### src/rews_pkg.sv
package rews_pkg;

  // Register indexes on the configuration port
  typedef enum logic [2:0] {
    CFG_EXPECTED_A   = 3'd0,
    CFG_EXPECTED_B   = 3'd1,
    CFG_GOOD_THRESH  = 3'd2,
    CFG_MIN_WINDOW   = 3'd3,
    CFG_READ_MODE    = 3'd4
  } cfg_idx_e;

  localparam int unsigned CfgIdxW  = 3;
  localparam int unsigned CfgDataW = 32;
  localparam int unsigned WordW    = 32;
  localparam int unsigned CountW   = 4;
  localparam int unsigned PhaseW   = 8;
  localparam int unsigned RepW     = 3;
  localparam int unsigned ModeW    = 2;

  localparam logic [WordW-1:0]  ExpectedAReset = 32'h55AA6699;
  localparam logic [WordW-1:0]  ExpectedBReset = 32'h12345678;
  localparam logic [CountW-1:0] ThreshReset    = 4'd13;
  localparam logic [PhaseW-1:0] MinWindowReset = 8'd8;
  localparam logic [ModeW-1:0]  ReadModeReset  = 2'd0;

  // Compare outcome of one read pair
  typedef struct packed {
    logic hit_b;
    logic hit_a;
  } hits_t;

  typedef struct packed {
    logic [ModeW-1:0]  mode_tested;
    logic [PhaseW-1:0] peak_length;
    logic [PhaseW-1:0] best_position;
    logic              window_found;
    logic              sweep_done;
    logic [CountW-1:0] good_count;
    logic [PhaseW-1:0] phase_index;
  } result_t;

  typedef struct packed {
    logic [CountW-1:0] good_threshold;
    logic [PhaseW-1:0] min_window;
    logic [ModeW-1:0]  read_mode;
  } back_cfg_t;

endpackage

### src/rews_front.sv
module rews_front (
  input  logic [rews_pkg::WordW-1:0] read_word_a_i,
  input  logic [rews_pkg::WordW-1:0] read_word_b_i,
  input  logic [rews_pkg::WordW-1:0] expected_a_i,
  input  logic [rews_pkg::WordW-1:0] expected_b_i,
  output rews_pkg::hits_t            hits_o
);
  import rews_pkg::*;

  assign hits_o.hit_a = (read_word_a_i == expected_a_i);
  assign hits_o.hit_b = (read_word_b_i == expected_b_i);

endmodule

### src/rews_fifo.sv
module rews_fifo #(
  parameter int unsigned Width = 2
) (
  input  logic             clk_i,
  input  logic             rst_ni,
  input  logic             push_i,
  input  logic [Width-1:0] wdata_i,
  output logic             full_o,
  input  logic             pop_i,
  output logic             valid_o,
  output logic [Width-1:0] rdata_o
);
  // two-entry queue between compare and accumulate stages
  logic [Width-1:0] mem_q [2];
  logic             wr_ptr_q, wr_ptr_d;
  logic             rd_ptr_q, rd_ptr_d;
  logic [1:0]       cnt_q, cnt_d;
  logic             do_push, do_pop;

  assign full_o  = cnt_q[1];
  assign valid_o = (cnt_q != 2'd0);
  assign rdata_o = mem_q[rd_ptr_q];
  assign do_push = push_i && !full_o;
  assign do_pop  = pop_i && valid_o;

  always_comb begin
    wr_ptr_d = do_push ? ~wr_ptr_q : wr_ptr_q;
    rd_ptr_d = do_pop ? ~rd_ptr_q : rd_ptr_q;
    cnt_d    = cnt_q;
    if (do_push && !do_pop) begin
      cnt_d = cnt_q + 2'd1;
    end else if (do_pop && !do_push) begin
      cnt_d = cnt_q - 2'd1;
    end
  end

  always_ff @(posedge clk_i or negedge rst_ni) begin
    if (!rst_ni) begin
      wr_ptr_q <= 1'b0;
      rd_ptr_q <= 1'b0;
      cnt_q    <= 2'd0;
    end else begin
      wr_ptr_q <= wr_ptr_d;
      rd_ptr_q <= rd_ptr_d;
      cnt_q    <= cnt_d;
    end
  end

  always_ff @(posedge clk_i) begin
    if (do_push) begin
      mem_q[wr_ptr_q] <= wdata_i;
    end
  end

endmodule

### src/rews_back.sv
module rews_back #(
  parameter int unsigned Reps      = 7,
  parameter int unsigned NumPhases = 144
) (
  input  logic                clk_i,
  input  logic                rst_ni,
  input  rews_pkg::back_cfg_t cfg_i,
  input  logic                in_valid_i,
  input  rews_pkg::hits_t     in_hits_i,
  output logic                in_pop_o,
  output logic                out_valid_o,
  input  logic                out_ready_i,
  output rews_pkg::result_t   out_o
);
  import rews_pkg::*;

  localparam logic [RepW-1:0]   RepsW      = RepW'(Reps);
  localparam logic [PhaseW:0]   NumPhasesW = (PhaseW+1)'(NumPhases);

  logic [RepW-1:0]   rep_q, rep_d;
  logic [PhaseW-1:0] phase_q, phase_d;
  logic [CountW-1:0] acc_q, acc_d;
  logic              in_win_q, in_win_d;
  logic [PhaseW-1:0] begin_q, begin_d;
  logic [PhaseW-1:0] long_len_q, long_len_d;
  logic [PhaseW-1:0] long_ctr_q, long_ctr_d;
  logic              any_q, any_d;
  logic              out_valid_q, out_valid_d;
  result_t           out_q, out_d;

  logic [CountW-1:0] acc_sum;
  logic [RepW-1:0]   rep_inc;
  logic [PhaseW-1:0] win_len;
  logic              phase_end, last, pass;

  assign in_pop_o    = in_valid_i && (!out_valid_q || out_ready_i);
  assign out_valid_o = out_valid_q;
  assign out_o       = out_q;

  assign acc_sum   = acc_q + CountW'(in_hits_i.hit_a) + CountW'(in_hits_i.hit_b);
  assign rep_inc   = rep_q + RepW'(1);
  assign phase_end = (rep_inc >= RepsW);
  assign pass      = (acc_sum >= cfg_i.good_threshold);
  assign win_len   = phase_q - begin_q;
  assign last      = ({1'b0, phase_q} + (PhaseW+1)'(1)) >= NumPhasesW;

  always_comb begin
    rep_d       = rep_q;
    phase_d     = phase_q;
    acc_d       = acc_q;
    in_win_d    = in_win_q;
    begin_d     = begin_q;
    long_len_d  = long_len_q;
    long_ctr_d  = long_ctr_q;
    any_d       = any_q;
    out_valid_d = out_valid_q && !out_ready_i;
    out_d       = out_q;

    if (in_pop_o) begin
      if (!phase_end) begin
        rep_d = rep_inc;
        acc_d = acc_sum;
      end else begin
        rep_d = '0;
        acc_d = '0;
        if (!in_win_q && pass) begin
          begin_d  = phase_q;
          in_win_d = 1'b1;
        end else if (in_win_q && !pass) begin
          in_win_d = 1'b0;
          if (win_len > long_len_q) begin
            long_len_d = win_len;
            long_ctr_d = begin_q + (win_len >> 1);
            any_d      = 1'b1;
          end
        end

        out_valid_d         = 1'b1;
        out_d.phase_index   = phase_q;
        out_d.good_count    = acc_sum;
        out_d.sweep_done    = last;
        out_d.window_found  = last && any_d && (long_len_d >= cfg_i.min_window);
        out_d.best_position = long_ctr_d;
        out_d.peak_length   = long_len_d;
        out_d.mode_tested   = cfg_i.read_mode;

        if (last) begin
          // new sweep starts with the next item
          phase_d    = '0;
          in_win_d   = 1'b0;
          begin_d    = '0;
          long_len_d = '0;
          long_ctr_d = '0;
          any_d      = 1'b0;
        end else begin
          phase_d = phase_q + PhaseW'(1);
        end
      end
    end
  end

  always_ff @(posedge clk_i or negedge rst_ni) begin
    if (!rst_ni) begin
      rep_q       <= '0;
      phase_q     <= '0;
      acc_q       <= '0;
      in_win_q    <= 1'b0;
      begin_q     <= '0;
      long_len_q  <= '0;
      long_ctr_q  <= '0;
      any_q       <= 1'b0;
      out_valid_q <= 1'b0;
    end else begin
      rep_q       <= rep_d;
      phase_q     <= phase_d;
      acc_q       <= acc_d;
      in_win_q    <= in_win_d;
      begin_q     <= begin_d;
      long_len_q  <= long_len_d;
      long_ctr_q  <= long_ctr_d;
      any_q       <= any_d;
      out_valid_q <= out_valid_d;
    end
  end

  always_ff @(posedge clk_i) begin
    out_q <= out_d;
  end

`ifndef SYNTHESIS
  a_rep_range: assert property (@(posedge clk_i) disable iff (!rst_ni)
    rep_q < RepsW)
    else $error("rep counter out of range");

  a_phase_range: assert property (@(posedge clk_i) disable iff (!rst_ni)
    {1'b0, phase_q} < NumPhasesW)
    else $error("phase counter out of range");

  a_acc_bound: assert property (@(posedge clk_i) disable iff (!rst_ni)
    acc_q <= {rep_q, 1'b0})
    else $error("match count exceeds two per read");

  a_win_order: assert property (@(posedge clk_i) disable iff (!rst_ni)
    in_win_q |-> (begin_q <= phase_q))
    else $error("open window begins after current phase");

  a_any_len: assert property (@(posedge clk_i) disable iff (!rst_ni)
    any_q |-> (long_len_q != '0))
    else $error("window flagged with zero length");
`endif

endmodule

### src/read_eye_window_search.sv
// Read eye window search. Each input item is one read-back of two test words
// (read_word_a in tdata[31:0], read_word_b in tdata[63:32]); every Reps items
// form one clock phase, and at the end of each phase one result item is sent
// with the match count and the longest closed pass window seen so far. tlast
// marks the last phase of a sweep of NumPhases; the sweep state then clears.
// The block takes one item per cycle sustained: the compare stage writes a
// two-entry queue, and the accumulate stage drains it at one item per cycle.
// With the queue empty, the item that ends a phase is written into the queue,
// then popped by the accumulate stage, which registers the result item on the
// output register. Output back-pressure stalls the accumulate stage, and input
// tready drops only once the queue is full. Configuration registers are
// written through cfg_we_i/cfg_idx_i/cfg_wdata_i and should only change while
// the block is idle.
module read_eye_window_search #(
  parameter int unsigned Reps      = 7,
  parameter int unsigned NumPhases = 144
) (
  input  logic                               clk_i,
  input  logic                               rst_ni,
  input  logic                               cfg_we_i,
  input  logic [rews_pkg::CfgIdxW-1:0]       cfg_idx_i,
  input  logic [rews_pkg::CfgDataW-1:0]      cfg_wdata_i,
  input  logic                               s_axis_tvalid,
  output logic                               s_axis_tready,
  // read_word_a, read_word_b
  input  logic [2*rews_pkg::WordW-1:0]       s_axis_tdata,
  output logic                               m_axis_tvalid,
  input  logic                               m_axis_tready,
  // phase_index, good_count, window_found, best_position, peak_length,
  // mode_tested, one zero pad bit
  output logic [31:0]                        m_axis_tdata,
  // sweep_done
  output logic                               m_axis_tlast
);
  import rews_pkg::*;

  logic [WordW-1:0]  expected_a_q;
  logic [WordW-1:0]  expected_b_q;
  logic [CountW-1:0] thresh_q;
  logic [PhaseW-1:0] min_window_q;
  logic [ModeW-1:0]  read_mode_q;

  always_ff @(posedge clk_i or negedge rst_ni) begin
    if (!rst_ni) begin
      expected_a_q <= ExpectedAReset;
      expected_b_q <= ExpectedBReset;
      thresh_q     <= ThreshReset;
      min_window_q <= MinWindowReset;
      read_mode_q  <= ReadModeReset;
    end else if (cfg_we_i) begin
      case (cfg_idx_i)
        CFG_EXPECTED_A:  expected_a_q <= cfg_wdata_i[WordW-1:0];
        CFG_EXPECTED_B:  expected_b_q <= cfg_wdata_i[WordW-1:0];
        CFG_GOOD_THRESH: thresh_q     <= cfg_wdata_i[CountW-1:0];
        CFG_MIN_WINDOW:  min_window_q <= cfg_wdata_i[PhaseW-1:0];
        CFG_READ_MODE:   read_mode_q  <= cfg_wdata_i[ModeW-1:0];
        default: ;
      endcase
    end
  end

  hits_t     hits_in, hits_out;
  logic      q_full, q_valid, q_pop;
  back_cfg_t back_cfg;
  result_t   res;

  assign s_axis_tready = !q_full;

  rews_front u_front (
    .read_word_a_i (s_axis_tdata[WordW-1:0]),
    .read_word_b_i (s_axis_tdata[2*WordW-1:WordW]),
    .expected_a_i  (expected_a_q),
    .expected_b_i  (expected_b_q),
    .hits_o        (hits_in)
  );

  rews_fifo #(
    .Width ($bits(hits_t))
  ) u_fifo (
    .clk_i   (clk_i),
    .rst_ni  (rst_ni),
    .push_i  (s_axis_tvalid),
    .wdata_i (hits_in),
    .full_o  (q_full),
    .pop_i   (q_pop),
    .valid_o (q_valid),
    .rdata_o (hits_out)
  );

  assign back_cfg.good_threshold = thresh_q;
  assign back_cfg.min_window     = min_window_q;
  assign back_cfg.read_mode      = read_mode_q;

  rews_back #(
    .Reps      (Reps),
    .NumPhases (NumPhases)
  ) u_back (
    .clk_i       (clk_i),
    .rst_ni      (rst_ni),
    .cfg_i       (back_cfg),
    .in_valid_i  (q_valid),
    .in_hits_i   (hits_out),
    .in_pop_o    (q_pop),
    .out_valid_o (m_axis_tvalid),
    .out_ready_i (m_axis_tready),
    .out_o       (res)
  );

  assign m_axis_tdata = {1'b0, res.mode_tested, res.peak_length, res.best_position,
                         res.window_found, res.good_count, res.phase_index};
  assign m_axis_tlast = res.sweep_done;

endmodule
### config.mk
export PLATFORM = sky130hd
export DESIGN_NAME = read_eye_window_search
export DESIGN_NICKNAME = d
export VERILOG_FILES = /design/src/rews_pkg.sv /design/src/rews_front.sv /design/src/rews_fifo.sv /design/src/rews_back.sv /design/src/read_eye_window_search.sv
export SDC_FILE = /design/constraint.sdc
export NUM_CORES = 1
export LEC_CHECK = 0
export BUFFER_PORTS_ARGS = -buffer_cell sky130_fd_sc_hd__buf_2
export CAP_MARGIN = 20
export CORE_MARGIN = 2
export CORE_UTILIZATION = 55
export CTS_CLUSTER_SIZE = 40
export DETAILED_ROUTE_END_ITERATION = 6
export HOLD_SLACK_MARGIN = 0.03
export PLACE_DENSITY = 0.77
export SYNTH_ARGS = -nofsm -noshare
export SYNTH_HDL_FRONTEND = slang
export SYNTH_HIERARCHICAL = 1
export SYNTH_SLANG_ARGS = --single-unit
export TNS_END_PERCENT = 20
### constraint.sdc
create_clock -name clk_i -period 5.6 [get_ports clk_i]
set_input_delay 1.12 -clock clk_i [delete_from_list [all_inputs] [get_ports clk_i]]
set_output_delay 1.12 -clock clk_i [all_outputs]
set_load 0.01 [all_outputs]
==> impl_metrics.csv, run 1 <==
group,metric,value,unit
outcome,status,"complete, no violations",
drt,dr_total_vias,5489,
sta,finalHoldViolCount,0,
clock_tree,cts.sinks,160,
run,cap_viol_max_count,0,
sta,slew_headroom,0.4816,
worst_setup_path,crit_path_cell_trace,"inv_1, ha_1, inv_1, fa_1, a21o_1, a21oi_1, o21bai_1, a21oi_1, xnor2_1, ha_1, a21oi_1, a21boi_0, o311ai_2, nor2_1, a21oi_1, ha_1, nand2b_1, a21o_1, a21o_1, a21oi_1, o21ai_0, o211a_1",
clock_tree,clk-insertion-delay-late,0.43,ns
yosys,yosysWarnings,6,
drt,via_per_inst,5.612,
global_route,grt_pass1_wl,28.95,mm
sta,finalSetupViolations,0,
placement,placed_cell_area,9092,um2
global_route,antenna_found_initial,1,
drt,routed_wl,17.64,mm
sta,slew_violations,0,
clock_tree,cts_made_buffers,17,
clock_tree,cts_setup_buffers,0,
clock_tree,clk_pin_slew,0.06,ns
pwr,p_leak,0.004427,uW
global_route,global_route.overflow_total,0,
cells_and_area,drive_above_1_share,0.3879,
yosys,synthCells,635,
worst_hold_path,min_from,"read_mode_q[0]$_DFFE_PN0P_",
worst_setup_path,critPathKind,"register to register",
global_route,grt_max_degree,84,
drt,wl_per_cell,18.03,um
sta,post-route-period-util,0.8896,
cells_and_area,n_fill_cell,1056,
worst_setup_path,timing.rr.start,"u_back/phase_q[0]$_DFFE_PN0P_",
floorplanning,initial_core_util,0.5670,
worst_setup_path,crit_family,"compound AO/OA/AOI/OAI gates",
clock_tree,cts_tree,"built",
floorplanning,row_count,44,
yosys,synthesis.nets,782,
global_route,grt_usage,0.2310,
worst_setup_path,critPathArrivalTime,5.16,ns
clock_tree,htreeDepth,4,
yosys,ys.flop_type,"dfrtp_1",
yosys,ys_ff_latch,160,
cells_and_area,layout_commonest_cell,"buf_2",
worst_setup_path,cp_slowest_cell,"o311ai_2",
floorplanning,core_area,14590,um2
yosys,avgSynthCellArea,13.03,um2
sta,period_needed,4.982,ns
worst_setup_path,cp_num_buf_inv,2,
sta,rsz0062_at_grt,"false",
floorplanning,top_level_ports,139,
worst_setup_path,cp-startpoint,"u_back/phase_q[0]$_DFFE_PN0P_",
worst_setup_path,cp-end-kind,"register",
placement,dp_hpwl,13.02,mm
worst_setup_path,slowest_delay,0.58,ns
clock_tree,clockBufferDepth,2,
drt,antenna_left,0,
floorplanning,die_h,126.6,um
worst_setup_path,ff2ff_path_depth,22,
cells_and_area,area_delta_synth_final,17.80,%
sta,fin_worst_skew,0.009754,ns
worst_setup_path,crit_path_start_kind,"register",
yosys,async_flop_share,0.7750,
yosys,synth_cell_type_count,64,
worst_setup_path,r2r_end,"u_back/out_o[13]$_DFFE_PP_",
drt,drtIter0Drc,403,
worst_hold_path,min_path_type,"register to register",
floorplanning,dieArea,16040,um2
worst_setup_path,crit_fanout,11,
yosys,yosysTopAreaCell,"dfrtp_1",
yosys,seq_area_frac_synth,0.5108,
drt,drt-pass1-iter-count,4,
floorplanning,die_w,126.6,um
clock_tree,cts_root_buf,"clkbuf_16",
pwr,ir_worst_vdd,0.2607,mV
worst_setup_path,crit_required,5.78,ns
sta,setup_tns,0,ns
placement,place.gp.congestion,0.9192,
worst_setup_path,critPathMostFrequentCell,"a21oi_1",
worst_setup_path,worstSetupEndpoint,"u_back/out_o[13]$_DFFE_PP_",
global_route,grt_pass1_vias,5812,
cells_and_area,antenna_cells,0,
pwr,power.density,530.3,nW/um2
worst_setup_path,crit_cells,22,
placement,port_buffers,137,
cells_and_area,layout_common_cells,"buf_2 (136), dfrtp_1 (91), xor2_1 (68)",
sta,worst_pin_slew,0.7705,ns
yosys,synth_top_area_frac,0.2753,
sta,fmaxAchievable,200.7,MHz
yosys,synth_enable_flop_cells,36,
cells_and_area,stdcell_area,9744,um2
yosys,synth_area,8272,um2
drt,drc_errors,0,
cells_and_area,final_net_count,928,
yosys,synth.area.top_cells,"dfrtp_1 (28%), edfxtp_1 (13%), dfstp_2 (10%)",
worst_setup_path,reg2reg_slack,0.62,ns
[how the worst min path moves through the flow]
stage | depth (start not counted) | to | slack [ns]
after floorplan | 0 | u_back/out_o[30]$_DFFE_PP_ | 0.42
after global placement | 0 | u_back/out_o[31]$_DFFE_PP_ | 0.44
after detailed placement | 0 | u_back/out_o[30]$_DFFE_PP_ | 0.45
after CTS | 0 | u_back/out_o[30]$_DFFE_PP_ | 0.46
after global routing | 0 | u_back/out_o[30]$_DFFE_PP_ | 0.49
final | 0 | u_back/out_o[30]$_DFFE_PP_ | 0.46
[registers in the layout (all words and copies together) (netlist names)]
signal	cells
expected_a_q	32
expected_b_q	32
u_back/out_o	32
min_window_q	8
u_back/begin_q	8
u_back/long_ctr_q	8
u_back/long_len_q	8
u_back/phase_q	8
thresh_q	4
u_back/acc_q	4
u_fifo/mem_q	4
u_back/rep_q	3
read_mode_q	2
u_fifo/cnt_q	2
u_back/any_q	1
u_back/in_win_q	1
u_back/out_valid_o	1
u_fifo/rd_ptr_q	1
u_fifo/wr_ptr_q	1
[cell usage after synthesis (all sizes together), types with 2 or more instances]
library cell and count:
dfrtp 91, mux2 88, xor2 68, ha 40
edfxtp 36, dfstp 33, inv 32, nand2 31
o21ai 24, a21oi 22, a22o 18, nor4 16
xnor2 15, buf 14, nor2 13, nor2b 8
a21o 7, nand2b 6, nand4 6, o2bb2ai 6
a32o 4, nand3 4, o21a 4, o31ai 4
and4bb 3, clkbuf 3, fa 3, nor3 3
o211ai 3, o21bai 3, a211o 2, a211oi 2
and2 2, and3 2, and4 2, o41ai 2
or2 2
[repair_timing]
action,CTS,global route
gates resized for setup,0,1
hold buffers,0,0
endpoints found under the setup margin,0,1
[layout make-up]
type	count	area, um2	area share
sequential	160	4225	0.4336
multi-input combinational	426	3785	0.3884
timing repair buffer	144	760.7	0.07807
clock buffer	24	536.8	0.05508
tap	184	230.2	0.02363
inverter	32	120.1	0.01233
clock inverter	8	86.33	0.008860
[logic make-up after synthesis]
kind of cell	after synthesis	share of synthesized area
other	1	0.0004534
DFF	160	0.5108
muxes	88	0.1334
adders and majority gates	43	0.06777
buffers and inverters	49	0.03176
xor gates and xnor gates	83	0.08788
AOI/OAI and AO/OA	108	0.09379
and+or+nand+nor	103	0.07412
[power by group]
| part | internal [uW] | total (uW) | leakage [uW] | switching [uW] |
|---|---|---|---|---|
| registers | 1600 | 1820 | 0.00183 | 224 |
| logic | 977 | 2150 | 0.00230 | 1180 |
| clock network | 723 | 1200 | 0.000302 | 472 |
[layer usage]
layer | vias to the layer above | GRT usage | wire [um]
met4 | 0 | 0.1015 | 472
met3 | 32 | 0.06411 | 1061
met1 | 2716 | 0.2808 | 7344
met2 | 153 | 0.3866 | 8756
li1 | 2588 | - | -
met5 | - | 0 | 0
[metrics by stage]
stage / total power, uW / utilization / instances / hold WS, ns / worst slack, ns
final: 5167 / 0.6679 / 978 / 0.4649 / 0.6185
after global routing: 5509 / 0.6679 / 978 / 0.4901 / 0.1352
after CTS: 5192 / 0.6660 / 977 / 0.4609 / 0.4380
after detailed placement: 3969 / 0.6232 / 945 / 0.4457 / 0.4527
after global placement: 3851 / 0.6232 / 945 / 0.4376 / 0.7066
after floorplan: 3370 / - / 635 / 0.4211 / 1.003
(Power assumes the default switching activity.)
==> run 2: changes to the inputs <==
==> constraint.sdc (replaced) <==
create_clock -name clk_i -period 5.6 [get_ports clk_i]
set_input_delay 0.84 -clock clk_i [delete_from_list [all_inputs] [get_ports clk_i]]
set_output_delay 0.84 -clock clk_i [all_outputs]
set_load 0.01 [all_outputs]
==> run 2 against run 1 <==
Against the previous run: register-to-register slack lost 0.03 ns; largest cell class unchanged; non-clock buffer count is the same; cell area grew 0.14%; worst setup slack lost 0.031 ns; routed wire length grew 0.16%; combinational power is essentially flat.
==> impl_metrics.csv, run 2 (same netlist as run 1, synthesis figures left out) <==
group,metric,value,unit
outcome,status,"complete, no violations",
floorplanning,die_h,126.6,um
worst_setup_path,crit_fanout,11,
cells_and_area,final_net_count,928,
cells_and_area,stdcell_area,9758,um2
pwr,switchingPower,1864,uW
pwr,intPower,3357,uW
placement,port_buffers,137,
clock_tree,cts_root_buf,"clkbuf_16",
placement,placed_cell_area,9092,um2
global_route,grt_pass1_vias,5682,
global_route,global_route.overflow_total,0,
sta,worst_pin_slew,0.8186,ns
worst_setup_path,cp-end-kind,"register",
worst_setup_path,timing.rr.start,"u_back/phase_q[0]$_DFFE_PN0P_",
sta,finalHoldViolCount,0,
sta,setup_tns,0,ns
drt,drc_errors,0,
drt,drtIter0Drc,352,
clock_tree,clockBufferDepth,2,
sta,slew_headroom,0.4492,
cells_and_area,antenna_cells,0,
clock_tree,clk-insertion-delay-late,0.43,ns
drt,routed_wl,17.66,mm
clock_tree,cts_hold_buf,0,
worst_setup_path,critPathKind,"register to register",
global_route,grt_usage,0.2320,
floorplanning,initial_core_util,0.5670,
floorplanning,row_count,44,
cells_and_area,area_delta_synth_final,17.97,%
floorplanning,core_area,14590,um2
worst_setup_path,reg2reg_slack,0.59,ns
clock_tree,htreeDepth,4,
cells_and_area,drive_above_1_share,0.3854,
drt,drt-pass1-iter-count,4,
global_route,grt_pass1_wl,29.04,mm
worst_setup_path,critPathArrivalTime,5.20,ns
placement,dp_hpwl,12.84,mm
run,cap_viol_max_count,0,
clock_tree,cts_tree,"built",
sta,fmaxAchievable,199.5,MHz
drt,dr_total_vias,5442,
pwr,p_leak,0.004431,uW
pwr,p_clk_frac,0.237,
global_route,grt_max_degree,80,
clock_tree,clk_pin_slew,0.06,ns
floorplanning,top_level_ports,139,
pwr,netSwitchingFraction,0.3570,
clock_tree,cts.sinks,160,
pwr,p_comb_frac,0.415,
placement,place.gp.congestion,0.9120,
global_route,antenna_found_initial,0,
sta,fin_worst_skew,0.007517,ns
sta,slew_violations,0,
drt,wl_per_cell,18.06,um
worst_setup_path,ff2ff_path_depth,22,
worst_setup_path,crit_path_start_kind,"register",
worst_setup_path,r2r_end,"u_back/out_o[13]$_DFFE_PP_",
floorplanning,dieArea,16040,um2
sta,post-route-period-util,0.8950,
clock_tree,cts_made_buffers,17,
worst_setup_path,cp-startpoint,"u_back/phase_q[0]$_DFFE_PN0P_",
pwr,power.density,535.0,nW/um2
worst_setup_path,crit_required,5.78,ns
worst_setup_path,worstSetupEndpoint,"u_back/out_o[13]$_DFFE_PP_",
sta,rsz0062_at_grt,"false",
drt,via_per_inst,5.564,
pwr,power.share.sequential,0.348,
drt,antenna_left,0,
cells_and_area,layout_common_cells,"buf_2 (136), dfrtp_1 (91), xor2_1 (68)",
cells_and_area,layout_commonest_cell,"buf_2",
sta,period_needed,5.012,ns
floorplanning,die_w,126.6,um
pwr,ir_worst_vdd,0.2371,mV
worst_hold_path,min_path_type,"input port to async pin",
sta,finalSetupViolations,0,
==> run 2: cell type report <==
| class | instances | area, um2 |
|---|---|---|
| multi-input cells | 426 | 3785 |
| clock inverters | 7 | 118.9 |
| inverters | 32 | 120.1 |
| repair buffers | 144 | 760.7 |
| well taps | 184 | 230.2 |
| fillers | 1069 | 4831 |
| flip-flops and latches | 160 | 4225 |
| clock buffers | 25 | 518.0 |
==> run 2: worst min-delay path by stage <==
stage                                 endpoint  slack (ns)  cells after the start
floorplan           u_back/out_o[30]$_DFFE_PP_        0.42                      0
global placement    u_back/out_o[31]$_DFFE_PP_        0.44                      0
detailed placement  u_back/out_o[30]$_DFFE_PP_        0.45                      0
CTS                 u_back/out_o[30]$_DFFE_PP_        0.47                      0
global route          u_back/any_q$_DFFE_PN0P_        0.23                      1
finish                u_back/any_q$_DFFE_PN0P_        0.24                      1
==> run 2: what timing repair did <==
action                     in CTS  in global routing
setup endpoints to repair       0                  1
resized for setup               0                  1
hold endpoints to repair        0                  0
buffers inserted                0                  0
==> run 2: metrics by stage <==
step	std cells	utilization	hold slack, ns	setup WS, ns	total power (uW)
2_1_floorplan	635	-	0.4211	1.003	3370
3_3_place_gp	945	0.6232	0.4355	0.7162	3848
3_5_place_dp	945	0.6232	0.4548	0.4371	3973
4_1_cts	977	0.6669	0.4698	0.4221	5239
5_1_grt	978	0.6689	0.2302	0.08735	5572
6_report	978	0.6689	0.2396	0.5879	5220
==> run 2: metal layers <==
| metal | GRT usage | up-vias | wire length (um) |
|---|---|---|---|
| met1 | 0.2820 | 2669 | 7356 |
| met4 | 0.09955 | 0 | 527 |
| met2 | 0.3879 | 161 | 8756 |
| li1 | - | 2581 | - |
| met5 | 0 | - | 0 |
| met3 | 0.06622 | 31 | 1023 |
==> run 2: critical path: stages, from the launching register on <==
cell and delay, ns:
dfrtp_1 0.49, inv_1 0.10, ha_1 0.17, inv_1 0.06, fa_1 0.40, a21o_1 0.17, a21oi_1 0.22, o21bai_1 0.09
a21oi_1 0.17, xnor2_1 0.23, ha_1 0.34, a21oi_1 0.14, a21boi_0 0.15, o311ai_2 0.56, nor2_1 0.15, a21oi_1 0.17
ha_1 0.24, nand2b_1 0.14, a21o_1 0.17, a21o_1 0.17, a21oi_1 0.20, o21ai_0 0.13, o211a_1 0.13
==> run 2: power groups by stage <==
stage	Clock, uW	Combinational, uW	Sequential [uW]
after floorplan	0	1560	1810
after global placement	0	2030	1820
after detailed placement	0	2140	1830
after CTS	1260	2160	1820
after global routing	1310	2410	1860
final	1240	2170	1820
==> run 3: changes to the inputs <==
--- a/config.mk
+++ b/config.mk
@@ -7,6 +7,7 @@
 export LEC_CHECK = 0
 export BUFFER_PORTS_ARGS = -buffer_cell sky130_fd_sc_hd__buf_2
 export CAP_MARGIN = 20
+export CORE_ASPECT_RATIO = 1.5
 export CORE_MARGIN = 2
 export CORE_UTILIZATION = 55
 export CTS_CLUSTER_SIZE = 40
==> run 3 against run 2 <==
Against the previous run: sequential power about the same; core utilization decreased by 0.64 points; register-to-register slack about the same; flip-flop and latch count unchanged; combinational power increased by 4%; cell area decreased by 0.46%; non-clock buffer count unchanged; critical path depth unchanged; clock power decreased by 7%; sequential share of layout area increased by 0.20 points; fmax decreased by 0.30%; hold slack improved by 0.21 ns; largest cell class unchanged.
==> impl_metrics.csv, run 3 (same netlist as run 1, synthesis figures left out) <==
group,metric,value,unit
sta,worst_pin_slew,0.8890,ns
cells_and_area,area_delta_synth_final,17.43,%
clock_tree,cts.sinks,160,
floorplanning,die_w,104.1,um
clock_tree,clk-insertion-delay-late,0.43,ns
clock_tree,ctsResizeCount,0,
cells_and_area,final_net_count,928,
floorplanning,initial_core_util,0.5642,
worst_setup_path,critPathArrivalTime,5.20,ns
outcome,status,"complete, no violations",
run,cap_viol_max_count,0,
sta,finalHoldViolCount,0,
worst_setup_path,crit_required,5.77,ns
placement,placed_cell_area,9115,um2
clock_tree,cts_setup_buffers,0,
clock_tree,cts_hold_buf,0,
cells_and_area,stdcell_area,9713,um2
floorplanning,dieArea,16060,um2
clock_tree,cts_made_buffers,17,
drt,drtIter0Drc,236,
worst_hold_path,min_path_type,"register to register",
sta,fmaxAchievable,198.9,MHz
pwr,ir_worst_vdd,0.2442,mV
worst_setup_path,critPathKind,"register to register",
sta,setup_tns,0,ns
clock_tree,htreeDepth,4,
clock_tree,cts_tree,"built",
worst_setup_path,crit_fanout,11,
cells_and_area,layout_common_cells,"buf_2 (136), dfrtp_1 (91), xor2_1 (68)",
cells_and_area,drive_above_1_share,0.3892,
floorplanning,die_h,154.2,um
sta,post-route-period-util,0.8977,
sta,rsz0062_at_grt,"false",
placement,dp_hpwl,13.79,mm
clock_tree,cts_root_buf,"clkbuf_16",
drt,wl_per_cell,19.12,um
global_route,grt_max_degree,69,
cells_and_area,seqCellArea,4225,um2
global_route,grt_pass1_vias,6061,
global_route,grt_pass1_wl,30.76,mm
floorplanning,row_count,54,
drt,drc_errors,0,
cells_and_area,antenna_cells,0,
clock_tree,clk_pin_slew,0.07,ns
worst_setup_path,cp-end-kind,"register",
floorplanning,top_level_ports,139,
drt,via_per_inst,5.640,
sta,slew_violations,0,
drt,dr_total_vias,5584,
global_route,grt_usage,0.2463,
drt,routed_wl,18.93,mm
sta,slew_headroom,0.4073,
placement,place.gp.congestion,0.9209,
sta,period_needed,5.027,ns
cells_and_area,layout_commonest_cell,"buf_2",
sta,finalSetupViolations,0,
global_route,antenna_found_initial,0,
placement,dpl.cell_count,958,
pwr,power.density,537.7,nW/um2
cells_and_area,n_fill_cell,1111,
placement,port_buffers,137,
floorplanning,core_area,14660,um2
clock_tree,clockBufferDepth,2,
global_route,global_route.overflow_total,0,
sta,fin_worst_skew,0.009793,ns
cells_and_area,multi_input_area,3784,um2
drt,antenna_left,0,
cells_and_area,instances_no_fill,990,
worst_setup_path,crit_path_start_kind,"register",
drt,drt-pass1-iter-count,4,
pwr,p_leak,0.004414,uW
-- run 3: changes by cell type in the layout (fill, tap and decap cells not counted), sizes merged --
cell | previous run | this run
inv | 33 | 35
clkinvlp | 1 | 0
bufinv | 3 | 0
clkbuf | 25 | 21
clkinv | 2 | 8
-- run 3: worst paths after layout --
| check | cells past startpoint | start | slack, ns | to |
|---|---|---|---|---|
| worst min-delay path | 0 | read_mode_q[0]$_DFFE_PN0P_ | 0.45 | u_back/out_o[30]$_DFFE_PP_ |
| worst min register to register | 0 | read_mode_q[0]$_DFFE_PN0P_ | 0.45 | u_back/out_o[30]$_DFFE_PP_ |
| worst max register to register | 22 | u_back/phase_q[0]$_DFFE_PN0P_ | 0.57 | u_back/out_o[13]$_DFFE_PP_ |
| worst max-delay path | 22 | u_back/phase_q[0]$_DFFE_PN0P_ | 0.57 | u_back/out_o[13]$_DFFE_PP_ |
| max in group asynchronous | 2 | rst_ni | 3.76 | min_window_q[7]$_DFFE_PN0P_ |
| min in group asynchronous | 1 | rst_ni | 0.54 | u_back/long_ctr_q[6]$_DFFE_PN0P_ |
-- run 3: layout make-up --
type,instances,share of cell area
repair buffers,144,0.07626
multi-input cells,426,0.3895
inverters,32,0.01237
clock inverters,11,0.009661
clock buffers,21,0.05191
well taps,196,0.02525
flip-flops and latches,160,0.4350
-- run 3: worst max-delay path: stages (launching register included) --
cell	delay, ns
dfrtp_1	0.50
inv_1	0.11
ha_1	0.17
inv_1	0.06
fa_1	0.40
a21o_1	0.17
a21oi_1	0.21
o21bai_1	0.09
a21oi_1	0.19
xnor2_1	0.25
ha_1	0.35
a21oi_1	0.17
a21boi_0	0.16
o311ai_2	0.53
nor2_1	0.14
a21oi_1	0.18
ha_1	0.26
nand2b_1	0.14
a21o_1	0.17
a21o_1	0.17
a21oi_1	0.16
o21ai_0	0.09
o211a_1	0.11
-- run 3: metal layers --
metal  global-route usage  share of wire  vias to the layer above  routed length, um
met4               0.1145          0.036                        0                678
met5                    0              0                        -                  0
met1               0.2686           0.38                     2769               7134
met2               0.4496           0.53                      189              10080
met3              0.05900          0.055                       47               1032
li1                     -              -                     2579                  -
-- run 3: power by group --
part	internal, uW	leakage, uW	total (uW)	switching [uW]
Clock	657	0.000297	1150	492
Sequential	1590	0.00183	1820	229
Combinational	992	0.00229	2250	1260
Total	3240	0.00441	5220	1980
-- run 3: stage by stage --
stage | utilization | setup WS, ns | power [uW] | hold slack, ns
floorplan | - | 1.003 | 3370 | 0.4211
CTS | 0.6625 | 0.6172 | 5239 | 0.4560
finish | 0.6625 | 0.5729 | 5223 | 0.4518
global route | 0.6625 | 0.3381 | 5549 | 0.4769
global placement | 0.6217 | 0.8656 | 3950 | 0.4328
detailed placement | 0.6217 | 0.6597 | 4055 | 0.4426
